[src/sv/rgbpk_pkg.sv]
// ----------------------------------------------------------------------------
// RGB pixel format packer package
// Shared request types, register indexes and pixel format codes for the
// remote-framebuffer pixel packer.
// ----------------------------------------------------------------------------
`default_nettype none

package rgbpk_pkg;

    // Source pixel request.
    typedef struct packed {
        logic [7:0] red;
        logic [7:0] green;
        logic [7:0] blue;
        logic       last_pixel;
    } pixel_in_t;

    // Packed pixel result.
    typedef struct packed {
        logic [31:0] pixel_bytes;
        logic [2:0]  byte_count;
        logic        rect_end;
    } pixel_out_t;

    // Configuration register indexes (word address).
    typedef enum logic [2:0] {
        REG_BPP        = 3'd0,
        REG_BIG_ENDIAN = 3'd1,
        REG_RED_WIDTH  = 3'd2,
        REG_GRN_WIDTH  = 3'd3,
        REG_BLU_WIDTH  = 3'd4,
        REG_RED_POS    = 3'd5,
        REG_GRN_POS    = 3'd6,
        REG_BLU_POS    = 3'd7
    } reg_idx_t;

    // Supported client pixel sizes.
    localparam logic [7:0] BPP_32 = 8'd32;
    localparam logic [7:0] BPP_24 = 8'd24;
    localparam logic [7:0] BPP_16 = 8'd16;
    localparam logic [7:0] BPP_15 = 8'd15;
    localparam logic [7:0] BPP_8  = 8'd8;

    // Byte counts reported with each result.
    localparam logic [2:0] CNT_NONE  = 3'd0;
    localparam logic [2:0] CNT_ONE   = 3'd1;
    localparam logic [2:0] CNT_TWO   = 3'd2;
    localparam logic [2:0] CNT_THREE = 3'd3;
    localparam logic [2:0] CNT_FOUR  = 3'd4;

    // Channel width limit and pad byte.
    localparam logic [3:0] CHAN_BITS = 4'd8;
    localparam logic [7:0] PAD_BYTE  = 8'hFF;

    // Reset values of the registers.
    localparam logic [7:0] RST_BPP   = BPP_32;
    localparam logic [3:0] RST_WIDTH = 4'd8;

endpackage

`default_nettype wire

[src/sv/rgb_pixel_format_packer_top.sv]
// An accepted pixel request moves through stages 1, 2 and 3 to its result.
// Throughput: one pixel per cycle; the three register stages each hold one
// pixel and advance together unless the result side stalls.
// Reset: rst_n clears the stage valid bits and loads the registers with
// 32 bpp, little-endian order, 8-bit channels at position zero.
// ----------------------------------------------------------------------------
// RGB pixel format packer
// Packs 8-bit-per-channel RGB pixels into the client's remote-framebuffer
// pixel format: truncate, shift and merge (16/15/8 bpp), then order the bytes.
// ----------------------------------------------------------------------------
`default_nettype none

module rgb_pixel_format_packer_top
    import rgbpk_pkg::*;
(
    input  wire logic        clk,
    input  wire logic        rst_n,
    // Pixel input channel
    input  wire logic        pix_valid,
    output logic             pix_ready,
    input  wire pixel_in_t   pix_data,
    // Result channel
    output logic             res_valid,
    input  wire logic        res_ready,
    output pixel_out_t       res_data,
    // Configuration port
    input  wire logic        psel,
    input  wire logic        penable,
    input  wire logic        pwrite,
    input  wire logic [4:0]  paddr,
    input  wire logic [31:0] pwdata,
    output logic [31:0]      prdata,
    output logic             pready
);

    // ------------------------------------------------------------------
    // Configuration registers
    // ------------------------------------------------------------------
    logic [7:0] bpp_reg;
    logic       big_endian_reg;
    logic [3:0] red_width_reg;
    logic [3:0] grn_width_reg;
    logic [3:0] blu_width_reg;
    logic [3:0] red_pos_reg;
    logic [3:0] grn_pos_reg;
    logic [3:0] blu_pos_reg;

    logic       cfg_write;
    reg_idx_t   cfg_idx;

    assign pready    = 1'b1;
    assign cfg_write = psel && penable && pwrite;
    assign cfg_idx   = reg_idx_t'(paddr[4:2]);

    // Register write at the access phase of a write request.
    always_ff @(posedge clk or negedge rst_n)
    begin
        if (!rst_n)
        begin
            bpp_reg        <= RST_BPP;
            big_endian_reg <= 1'b0;
            red_width_reg  <= RST_WIDTH;
            grn_width_reg  <= RST_WIDTH;
            blu_width_reg  <= RST_WIDTH;
            red_pos_reg    <= 4'd0;
            grn_pos_reg    <= 4'd0;
            blu_pos_reg    <= 4'd0;
        end
        else if (cfg_write)
        begin
            unique case (cfg_idx)
                REG_BPP:        bpp_reg        <= pwdata[7:0];
                REG_BIG_ENDIAN: big_endian_reg <= pwdata[0];
                REG_RED_WIDTH:  red_width_reg  <= pwdata[3:0];
                REG_GRN_WIDTH:  grn_width_reg  <= pwdata[3:0];
                REG_BLU_WIDTH:  blu_width_reg  <= pwdata[3:0];
                REG_RED_POS:    red_pos_reg    <= pwdata[3:0];
                REG_GRN_POS:    grn_pos_reg    <= pwdata[3:0];
                REG_BLU_POS:    blu_pos_reg    <= pwdata[3:0];
                default:        bpp_reg        <= bpp_reg;
            endcase
        end
    end

    // Register read-back.
    always_comb
    begin
        prdata = '0;
        unique case (cfg_idx)
            REG_BPP:        prdata[7:0] = bpp_reg;
            REG_BIG_ENDIAN: prdata[0]   = big_endian_reg;
            REG_RED_WIDTH:  prdata[3:0] = red_width_reg;
            REG_GRN_WIDTH:  prdata[3:0] = grn_width_reg;
            REG_BLU_WIDTH:  prdata[3:0] = blu_width_reg;
            REG_RED_POS:    prdata[3:0] = red_pos_reg;
            REG_GRN_POS:    prdata[3:0] = grn_pos_reg;
            REG_BLU_POS:    prdata[3:0] = blu_pos_reg;
            default:        prdata      = '0;
        endcase
    end

    // ------------------------------------------------------------------
    // Pipeline flow control: a stage loads when it is empty or its
    // contents move on in the same cycle.
    // ------------------------------------------------------------------
    logic s1_valid_reg, s2_valid_reg, s3_valid_reg;
    logic s1_ready, s2_ready, s3_ready;

    assign s3_ready  = !s3_valid_reg || res_ready;
    assign s2_ready  = !s2_valid_reg || s3_ready;
    assign s1_ready  = !s1_valid_reg || s2_ready;
    assign pix_ready = s1_ready;

    always_ff @(posedge clk or negedge rst_n)
    begin
        if (!rst_n)
        begin
            s1_valid_reg <= 1'b0;
            s2_valid_reg <= 1'b0;
            s3_valid_reg <= 1'b0;
        end
        else
        begin
            if (s1_ready)
            begin
                s1_valid_reg <= pix_valid;
            end
            if (s2_ready)
            begin
                s2_valid_reg <= s1_valid_reg;
            end
            if (s3_ready)
            begin
                s3_valid_reg <= s2_valid_reg;
            end
        end
    end

    // ------------------------------------------------------------------
    // Stage 1: keep the top bits of each channel.
    // ------------------------------------------------------------------
    function automatic logic [7:0] keep_top(input logic [7:0] chan, input logic [3:0] width);
        logic [3:0] sat;
        logic [3:0] drop;
        sat  = (width > CHAN_BITS) ? CHAN_BITS : width;
        drop = CHAN_BITS - sat;
        return chan >> drop;
    endfunction

    pixel_in_t  s1_pix_reg;
    logic [7:0] s1_red_next, s1_grn_next, s1_blu_next;
    logic [7:0] s1_red_reg, s1_grn_reg, s1_blu_reg;

    assign s1_red_next = keep_top(pix_data.red,   red_width_reg);
    assign s1_grn_next = keep_top(pix_data.green, grn_width_reg);
    assign s1_blu_next = keep_top(pix_data.blue,  blu_width_reg);

    always_ff @(posedge clk)
    begin
        if (s1_ready)
        begin
            s1_pix_reg <= pix_data;
            s1_red_reg <= s1_red_next;
            s1_grn_reg <= s1_grn_next;
            s1_blu_reg <= s1_blu_next;
        end
    end

    // ------------------------------------------------------------------
    // Stage 2: shift the kept bits into place and merge; only the low
    // 16 bits of the packed word are ever sent.
    // ------------------------------------------------------------------
    pixel_in_t   s2_pix_reg;
    logic [15:0] s2_word_next;
    logic [15:0] s2_word_reg;

    assign s2_word_next = ({8'd0, s1_red_reg} << red_pos_reg)
                        | ({8'd0, s1_grn_reg} << grn_pos_reg)
                        | ({8'd0, s1_blu_reg} << blu_pos_reg);

    always_ff @(posedge clk)
    begin
        if (s2_ready)
        begin
            s2_pix_reg  <= s1_pix_reg;
            s2_word_reg <= s2_word_next;
        end
    end

    // ------------------------------------------------------------------
    // Stage 3: order the bytes for the selected pixel size.
    // ------------------------------------------------------------------
    pixel_out_t s3_out_next;
    pixel_out_t s3_out_reg;
    logic [23:0] rgb_bytes;

    assign rgb_bytes = big_endian_reg
                     ? {s2_pix_reg.blue, s2_pix_reg.green, s2_pix_reg.red}
                     : {s2_pix_reg.red,  s2_pix_reg.green, s2_pix_reg.blue};

    always_comb
    begin
        s3_out_next.pixel_bytes = '0;
        s3_out_next.byte_count  = CNT_NONE;
        s3_out_next.rect_end    = s2_pix_reg.last_pixel;
        case (bpp_reg) inside
            BPP_32:
            begin
                s3_out_next.pixel_bytes = {PAD_BYTE, rgb_bytes};
                s3_out_next.byte_count  = CNT_FOUR;
            end
            BPP_24:
            begin
                s3_out_next.pixel_bytes = {8'd0, rgb_bytes};
                s3_out_next.byte_count  = CNT_THREE;
            end
            BPP_16, BPP_15:
            begin
                s3_out_next.pixel_bytes = big_endian_reg
                    ? {16'd0, s2_word_reg[7:0], s2_word_reg[15:8]}
                    : {16'd0, s2_word_reg};
                s3_out_next.byte_count  = CNT_TWO;
            end
            BPP_8:
            begin
                s3_out_next.pixel_bytes = {24'd0, s2_word_reg[7:0]};
                s3_out_next.byte_count  = CNT_ONE;
            end
            default:
            begin
                s3_out_next.pixel_bytes = '0;
                s3_out_next.byte_count  = CNT_NONE;
            end
        endcase
    end

    always_ff @(posedge clk)
    begin
        if (s3_ready)
        begin
            s3_out_reg <= s3_out_next;
        end
    end

    assign res_valid = s3_valid_reg;
    assign res_data  = s3_out_reg;

    // ------------------------------------------------------------------
    // Assertions
    // ------------------------------------------------------------------
`ifndef NO_ASSERTIONS
    // A pixel held in stage 2 while stage 3 is blocked is not dropped.
    a_s2_hold: assert property (@(posedge clk) disable iff (!rst_n)
        (s2_valid_reg && !s3_ready) |=> (s2_valid_reg && $stable(s2_word_reg)))
        else $error("stage 2 pixel lost during stall");

    // With every stage full and the result blocked, no new pixel enters.
    a_full_stall: assert property (@(posedge clk) disable iff (!rst_n)
        (s1_valid_reg && s2_valid_reg && s3_valid_reg && !res_ready) |-> !pix_ready)
        else $error("pixel accepted into a full pipeline");

    // An unsupported pixel size sends no bytes.
    a_zero_bytes: assert property (@(posedge clk) disable iff (!rst_n)
        (res_valid && res_data.byte_count == CNT_NONE) |-> (res_data.pixel_bytes == '0))
        else $error("bytes present with a zero byte count");

    // Short formats leave the unused upper bytes clear.
    a_short_clear: assert property (@(posedge clk) disable iff (!rst_n)
        (res_valid && (res_data.byte_count == CNT_ONE || res_data.byte_count == CNT_TWO))
        |-> (res_data.pixel_bytes[31:16] == '0))
        else $error("upper bytes set in a short pixel");
`endif

endmodule

`default_nettype wire

[config.mk]
export PLATFORM = sky130hd
export DESIGN_NAME = rgb_pixel_format_packer_top
export DESIGN_NICKNAME = d
export VERILOG_FILES = /design/src/sv/rgbpk_pkg.sv /design/src/sv/rgb_pixel_format_packer_top.sv
export SDC_FILE = /design/constraint.sdc
export NUM_CORES = 1
export LEC_CHECK = 0
export BUFFER_PORTS_ARGS = -buffer_cell sky130_fd_sc_hd__buf_2
export CORE_ASPECT_RATIO = 0.7
export CORE_UTILIZATION = 30
export CTS_BUF_LIST = sky130_fd_sc_hd__clkbuf_4 sky130_fd_sc_hd__clkbuf_8
export DETAILED_ROUTE_END_ITERATION = 8
export PLACE_DENSITY = 0.47
export SYNTH_ARGS = -nofsm -noshare
export SYNTH_HDL_FRONTEND = slang
export SYNTH_SLANG_ARGS = --single-unit
[constraint.sdc]
create_clock -name clk -period 3.2 [get_ports clk]
set_input_delay 0.16 -clock clk [delete_from_list [all_inputs] [get_ports clk]]
set_output_delay 0.16 -clock clk [all_outputs]
set_load 0.1 [all_outputs]
==> metrics.yaml, run 1 <==
status:
  status: "finished clean"
pwr:
  vdd_drop_max_v: 0.0002711
  intPower_uw: 4375
  p_comb_frac: 0.373
  p_leak_uw: 0.003880
  p_sw_uw: 3000
  pwr-share-clk: 0.203
  powerDensity_nw_per_um2: 744.5
  power.total_uw: 7376
  seq_power_share: 0.424
  netSwitchingFraction: 0.4068
timing:
  setup_violations: 0
  layout_min_cycle_time_ns: 2.606
  tightest_slew_ns: 0.9453
  relSlewSlack: 0.3698
  finalCritPeriodShare: 0.8144
  setup_tns_ns: 0
  max_freq_ghz: 0.3837
  finalClockSkew_ns: 0.02522
  rsz0062_at_grt: "false"
  hold_viol: 0
  whs_ns: 0.2499
  timing.final.max_slew_violations: 0
  fin_ws_ns: 0.5939
place:
  hpwlAfterDp_um: 18050
  io_buffers: 88
  globalplace.congestion: 0.8925
  post_dp_cell_area_sq_um: 9164
  dpl_worst_slack_ns: 0.7447
floorplanning:
  die_x_um: 202.8
  fp.coreArea_sq_um: 27760
  die_area_sq_um: 28910
  num_rows: 51
  die_h_um: 142.6
  start_util: 0.3050
  ios: 140
grt:
  use_met3: 0.03732
  grt_max_degree: 43
  met1_usage: 0.2641
  antenna_found_initial: 2
  grt.busiest_layer: "met1"
  met2_usage: 0.2251
  grt_pass1_vias: 5719
  grt_usage: 0.1679
  grt_pass1_wl_um: 35480
  overflow: 0
run:
  cap_violations: 0
min_path:
  worstHoldPathType: "primary input to register"
route:
  vias: 5933
  post-route-drc-count: 0
  drtAntennaViolNets: 0
  drt-total-wl_um: 23570
  drt-initial-drc-count: 484
  dr.pass1.iters: 5
  routedWlPerCell_um: 20.14
  viasPerCell: 5.071
yosys:
  seq_area_frac_synth: 0.5255
  synth_edf_count: 118
  ys_async_sr_fraction: 0.2338
  synth_top_area_share: 0.4185
  netlist-cell-type-count: 65
  synthTopCellsByArea: "edfxtp_1 (42%), dfrtp_1 (9.5%), mux2i_1 (7.8%)"
  ys_ff_latch: 154
  yosysTopAreaCell: "edfxtp_1"
  synthesis.area_sq_um: 8467
  syn_inst: 674
  synthFlopType: "edfxtp_1"
  yosysWarnings: 0
  postSynthAreaPerCell_sq_um: 12.56
setup_path:
  slowest_delay_ns: 0.78
  crit_path_cell_trace: "mux2i_1 -> a211oi_1 -> a2bb2oi_1 -> buf_2"
  cpMaxStageDelayCell: "dfrtp_1"
  cp_num_buf_inv: 1
  crit_fanout: 16
  critPathTopFamily: "flip-flops"
  worstSetupPathType: "register to output pin"
  cp.required_ns: 3.04
  worstSetupStartpointType: "register"
  crit_arrival_ns: 2.45
  cp-end-kind: "output pin"
clock_network:
  root_buffer: "clkbuf_8"
  cts_hold_buf: 35
  numCtsBuffers: 17
  cts_sinks: 154
  cts_resized: 0
  clk-insertion-delay-late_ns: 0.49
  postCtsSetupBuffers: 0
  cts_tree: "done"
  htreeDepth: 4
  cts_buffer_depth: 2
  cts.reportedPaths.clkPinSlew_ns: 0.09
layout:
  nNetsFinal: 859
  antenna_cells: 0
  drive_gt1_frac: 0.2703
  largest_reg_flops: 28
  final_area_sq_um: 9907
  area_growth_pct: 17.01
synthesized netlist by cell type (5+ instances only):
master	instances
edfxtp_1	118
mux2i_1	66
mux2_2	45
nand2_1	37
buf_4	36
nor2_1	35
o21ai_0	33
dfrtp_1	32
mux4_2	22
clkbuf_1	19
a22oi_1	18
nand2b_1	18
nor3_1	17
inv_1	15
a21oi_1	14
and2_1	14
nand4_1	13
buf_2	12
a22o_1	11
nor2b_1	9
nand3_1	6
nor3b_1	5
metrics by stage:
step,instances,utilization
after detailed placement,1103,0.3301
after global routing,1170,0.3569
after CTS,1170,0.3569
after global placement,1103,0.3301
after floorplan,697,-
final,1170,0.3569
layer usage:
metal | vias up | wire length [um]
met4 | 0 | 191
met1 | 2960 | 12700
met5 | - | 0
met3 | 13 | 1248
li1 | 2762 | -
met2 | 198 | 9424
placed cells by master, fill, tap and decap left out, drive strengths merged, types with 3 or more instances in the layout:
cell         instances
nand3                6
dfstp                4
a211o                4
dfrtp               32
inv                 23
nand2               37
a22oi               18
a22o                11
ha                   4
conb                25
clkinv               4
a2111oi              3
mux2i               66
mux2                46
a211oi               4
mux4                24
o21ai               34
nor4                 6
a221oi               3
nor3                17
buf                104
dlygate4sd3         35
a222oi               4
a21oi               14
edfxtp             118
nor2                35
or2                  3
nand4               13
nor3b                5
nand3b               4
and2                14
nand2b              18
nor2b                9
clkbuf              18
o22ai                4
and3                 3
cell families after synthesis:
family                   after synthesis  share of synthesized area
flip-flops                           154                     0.5255
multiplexers                         136                     0.2044
adder cells (fa/ha/maj)                4                   0.005911
AND/OR/NAND/NOR                      178                     0.1122
buffers and inverters                 85                    0.05645
AO/OA/AOI/OAI                        113                    0.09266
XOR/XNOR                               2                   0.002069
other                                  2                  0.0008870
worst paths after layout:
path,start,endpoint,slack (ns),cells after the start
worst max-delay path,red_pos_reg[0],prdata[0],0.59,4
worst min-delay path,pwrite,grn_width_reg[3],0.25,5
worst max register to register,red_width_reg[3],s1_red_reg[1],0.65,5
worst min register to register,s1_pix_reg[5],s2_pix_reg[5],0.43,0
max in group asynchronous,rst_n,res_valid,2.12,2
min in group asynchronous,rst_n,bpp_reg[1],0.36,2
worst reg2reg max path: stages, from the launching register on:
cell,delay (ns)
dfstp_2,0.63
nand2b_1,0.51
ha_1,0.35
a21boi_0,0.37
or2_0,0.33
a32o_1,0.23
power by group through the flow:
stage	Clock (uW)	Sequential, uW	Combinational (uW)
after floorplan	0	3220	1930
after global placement	0	3150	2700
after detailed placement	0	3170	2700
after CTS	1540	3120	2740
after global routing	1610	3190	2950
final	1500	3130	2750
layout make-up:
type | instances | area, sq um
flip-flops and latches | 154 | 4453
multi-input cells | 458 | 3626
clock inverters | 14 | 151.4
well taps | 371 | 464.2
fillers | 2760 | 17850
clock buffers | 18 | 241.5
repair buffers | 139 | 910.9
inverters | 16 | 60.06
(Power assumes the default switching activity.)
==> run 2, diff against run 1 <==
PLACE_DENSITY = 0.49   (was 0.47)
clock period = 2.3 ns   (was 3.2 ns; I/O delays follow)
==> metrics.yaml, run 2 (synthesis results as in run 1) <==
min_path:
  worstHoldPathType: "primary input to register"  # unchanged
  hold_path_depth: 5  # unchanged
  holdPathEnd: "grn_width_reg[3]"  # unchanged
  hold_start: "pwrite"  # unchanged
setup_path:
  cp_num_buf_inv: 3  # was 1
  r2r_start: "red_pos_reg[0]"  # was red_width_reg[3]
  worstSetupPathType: "register to output pin"  # unchanged
  critPathTopFamily: "buffers and inverters"  # was flip-flops
  slowest_delay_ns: 0.49  # was 0.78 ns
  crit_path_cell_trace: "buf_4 -> mux4_2 -> inv_1 -> a21oi_2 -> clkbuf_4"  # was mux2i_1 -> a211oi_1 -> a2bb2oi_1 -> buf_2
  ff2ff_path_depth: 5  # unchanged
  cp.depth: 5  # was 4
  r2r_slack_ns: 0.16  # was 0.65 ns
  crit_fanout: 11  # was 16
  worstSetupStartpointType: "register"  # unchanged
  r2r_end: "s2_word_reg[12]"  # was s1_red_reg[1]
  crit_arrival_ns: 2.09  # was 2.45 ns
  cp.required_ns: 2.18  # was 3.04 ns
  cp-end-kind: "output pin"  # unchanged
  cpMaxStageDelayCell: "dfrtp_2"  # was dfrtp_1
pwr:
  p_sw_uw: 4170  # was 3000 uW
  intPower_uw: 6264  # was 4375 uW
  pwr-share-clk: 0.188  # was 0.203
  power.total_uw: 10430  # was 7376 uW
  netSwitchingFraction: 0.3996  # was 0.4068
  powerDensity_nw_per_um2: 1021  # was 744.5 nW/um^2
  p_leak_uw: 0.004059  # was 0.003880 uW
  p_comb_frac: 0.400  # was 0.373
  vdd_drop_max_v: 0.0003210  # was 0.0002711 V
  seq_power_share: 0.411  # was 0.424
place:
  io_buffers: 88  # unchanged
  placedCellCount: 1141  # was 1,103
  globalplace.congestion: 0.9388  # was 0.8925
  hpwlAfterDp_um: 18090  # was 18,050 um
route:
  routedWlPerCell_um: 19.45  # was 20.14 um
  viasPerCell: 4.993  # was 5.071
  vias: 6026  # was 5,933
  drtAntennaViolNets: 0  # unchanged
  dr.pass1.iters: 7  # was 5
  drt-total-wl_um: 23480  # was 23,570 um
  post-route-drc-count: 2  # was 0
  drt-initial-drc-count: 470  # was 484
layout:
  fin_util: 0.3681  # was 0.3569
  nFillCells: 2746  # was 2,760
  antenna_cells: 0  # unchanged
  seqCellArea_sq_um: 4457  # was 4453 sq um
  multi_input_area_sq_um: 3643  # was 3626 sq um
  area_growth_pct: 20.67  # was 17.01%
  nNetsFinal: 897  # was 859
  layout_common_cells: "edfxtp_1 (118), buf_2 (85), mux2i_1 (66)"  # was edfxtp_1 (118), buf_2 (88), mux2i_1 (66)
  drive_gt1_frac: 0.3086  # was 0.2703
  largest_reg_flops: 28  # unchanged
  stdcell_count: 1207  # was 1,170
  final_common_cell: "edfxtp_1"  # unchanged
timing:
  rsz0062_at_grt: "false"  # unchanged
  max_freq_ghz: 0.4540
  tightest_slew_ns: 0.6818  # was 0.9453 ns
  whs_ns: 0.1755  # was 0.2499 ns
  finalClockSkew_ns: 0.01105  # was 0.02522 ns
  relSlewSlack: 0.5419  # was 0.3698
  finalCritPeriodShare: 0.9578
  hold_viol: 0  # unchanged
  layout_min_cycle_time_ns: 2.203
  timing.final.max_slew_violations: 0  # unchanged
  setup_tns_ns: 0  # unchanged
  setup_violations: 0  # unchanged
grt:
  grt_max_degree: 43  # unchanged
  antenna_found_initial: 0  # was 2
  met2_usage: 0.2286  # was 0.2251
  met1_usage: 0.2673  # was 0.2641
  grt.busiest_layer: "met1"  # unchanged
  use_met3: 0.04121  # was 0.03732
  grt_pass1_vias: 5840  # was 5,719
  grt_pass1_wl_um: 36310  # was 35,480 um
  grt_usage: 0.1701  # was 0.1679
  overflow: 0  # unchanged
floorplanning:
  num_rows: 51  # unchanged
  fp.coreArea_sq_um: 27760  # unchanged
  ios: 140  # unchanged
  die_x_um: 202.8  # unchanged
  die_h_um: 142.6  # unchanged
  start_util: 0.3050  # unchanged
  die_area_sq_um: 28910  # unchanged
run:
  cap_violations: 0  # unchanged
clock_network:
  htreeDepth: 4  # unchanged
  postCtsSetupBuffers: 0  # unchanged
  cts_tree: "done"  # unchanged
  numCtsBuffers: 17  # unchanged
  cts_sinks: 154  # unchanged
  clk-insertion-delay-late_ns: 0.47  # was 0.49 ns
  root_buffer: "clkbuf_8"  # unchanged
  cts.reportedPaths.clkPinSlew_ns: 0.08  # was 0.09 ns
  cts_buffer_depth: 2  # unchanged
status:
  violations: "DRC"
  status: "finished, violations left"  # was finished clean
-- run 2: changes by cell type in the layout (fill, tap and decap cells not counted), sizes merged --
cell,change
buf,+36
clkinv,+3
inv,-4
clkbuf,+3
clkinvlp,-1
-- run 2: worst max path at each step --
stage	start	end
after floorplan	res_valid	s1_blu_reg[0]
after global placement	blu_pos_reg[0]	s2_word_reg[15]
after detailed placement	red_pos_reg[0]	s2_word_reg[12]
after CTS	red_pos_reg[1]	prdata[1]
after global routing	red_pos_reg[3]	prdata[3]
final	red_pos_reg[1]	prdata[1]
-- run 2: metal layers --
| metal | wire length, um | vias to the layer above |
|---|---|---|
| li1 | - | 2841 |
| met1 | 12520 | 2974 |
| met2 | 9281 | 191 |
| met3 | 1436 | 20 |
| met4 | 233 | 0 |
| met5 | 0 | - |
-- run 2: through the flow --
step,instance area [sq um],setup slack [ns]
3_3_place_gp,9494,0.2072
5_1_grt,10220,0.005008
4_1_cts,10210,0.002565
2_1_floorplan,8574,-1.807
6_report,10220,0.09716
3_5_place_dp,9494,0.1502
-- run 2: cell type report --
class	count	share of cell area
Clock buffer	19	0.02437
Clock inverter	12	0.01127
Inverter	16	0.005878
Multi-Input combinational cell	458	0.3566
Sequential cell	154	0.4362
Tap cell	371	0.04543
Timing Repair Buffer	177	0.1203
-- run 2: power by group through the flow --
stage	logic, uW	clock network, uW	registers [uW]
6_report	4170	1970	4290
5_1_grt	4470	2140	4390
4_1_cts	4150	2030	4290
3_5_place_dp	4080	0	4350
3_3_place_gp	4110	0	4340
2_1_floorplan	2700	0	4480
-- run 2: what timing repair did --
item / 4_1_cts / 5_1_grt
resized for setup: 0 / 5
endpoints found under the hold margin: 65 / 0
hold buffers: 35 / 0
endpoints found under the setup margin: 0 / 3
-- run 2: worst register-to-register path: cells and delay by family, from the launching register on --
kind                   cells  cell delay, ns
muxes                      2            0.89
DFF                        1            0.49
buffers and inverters      1            0.20
AOI/OAI and AO/OA          1            0.16
and+or+nand+nor            1            0.14
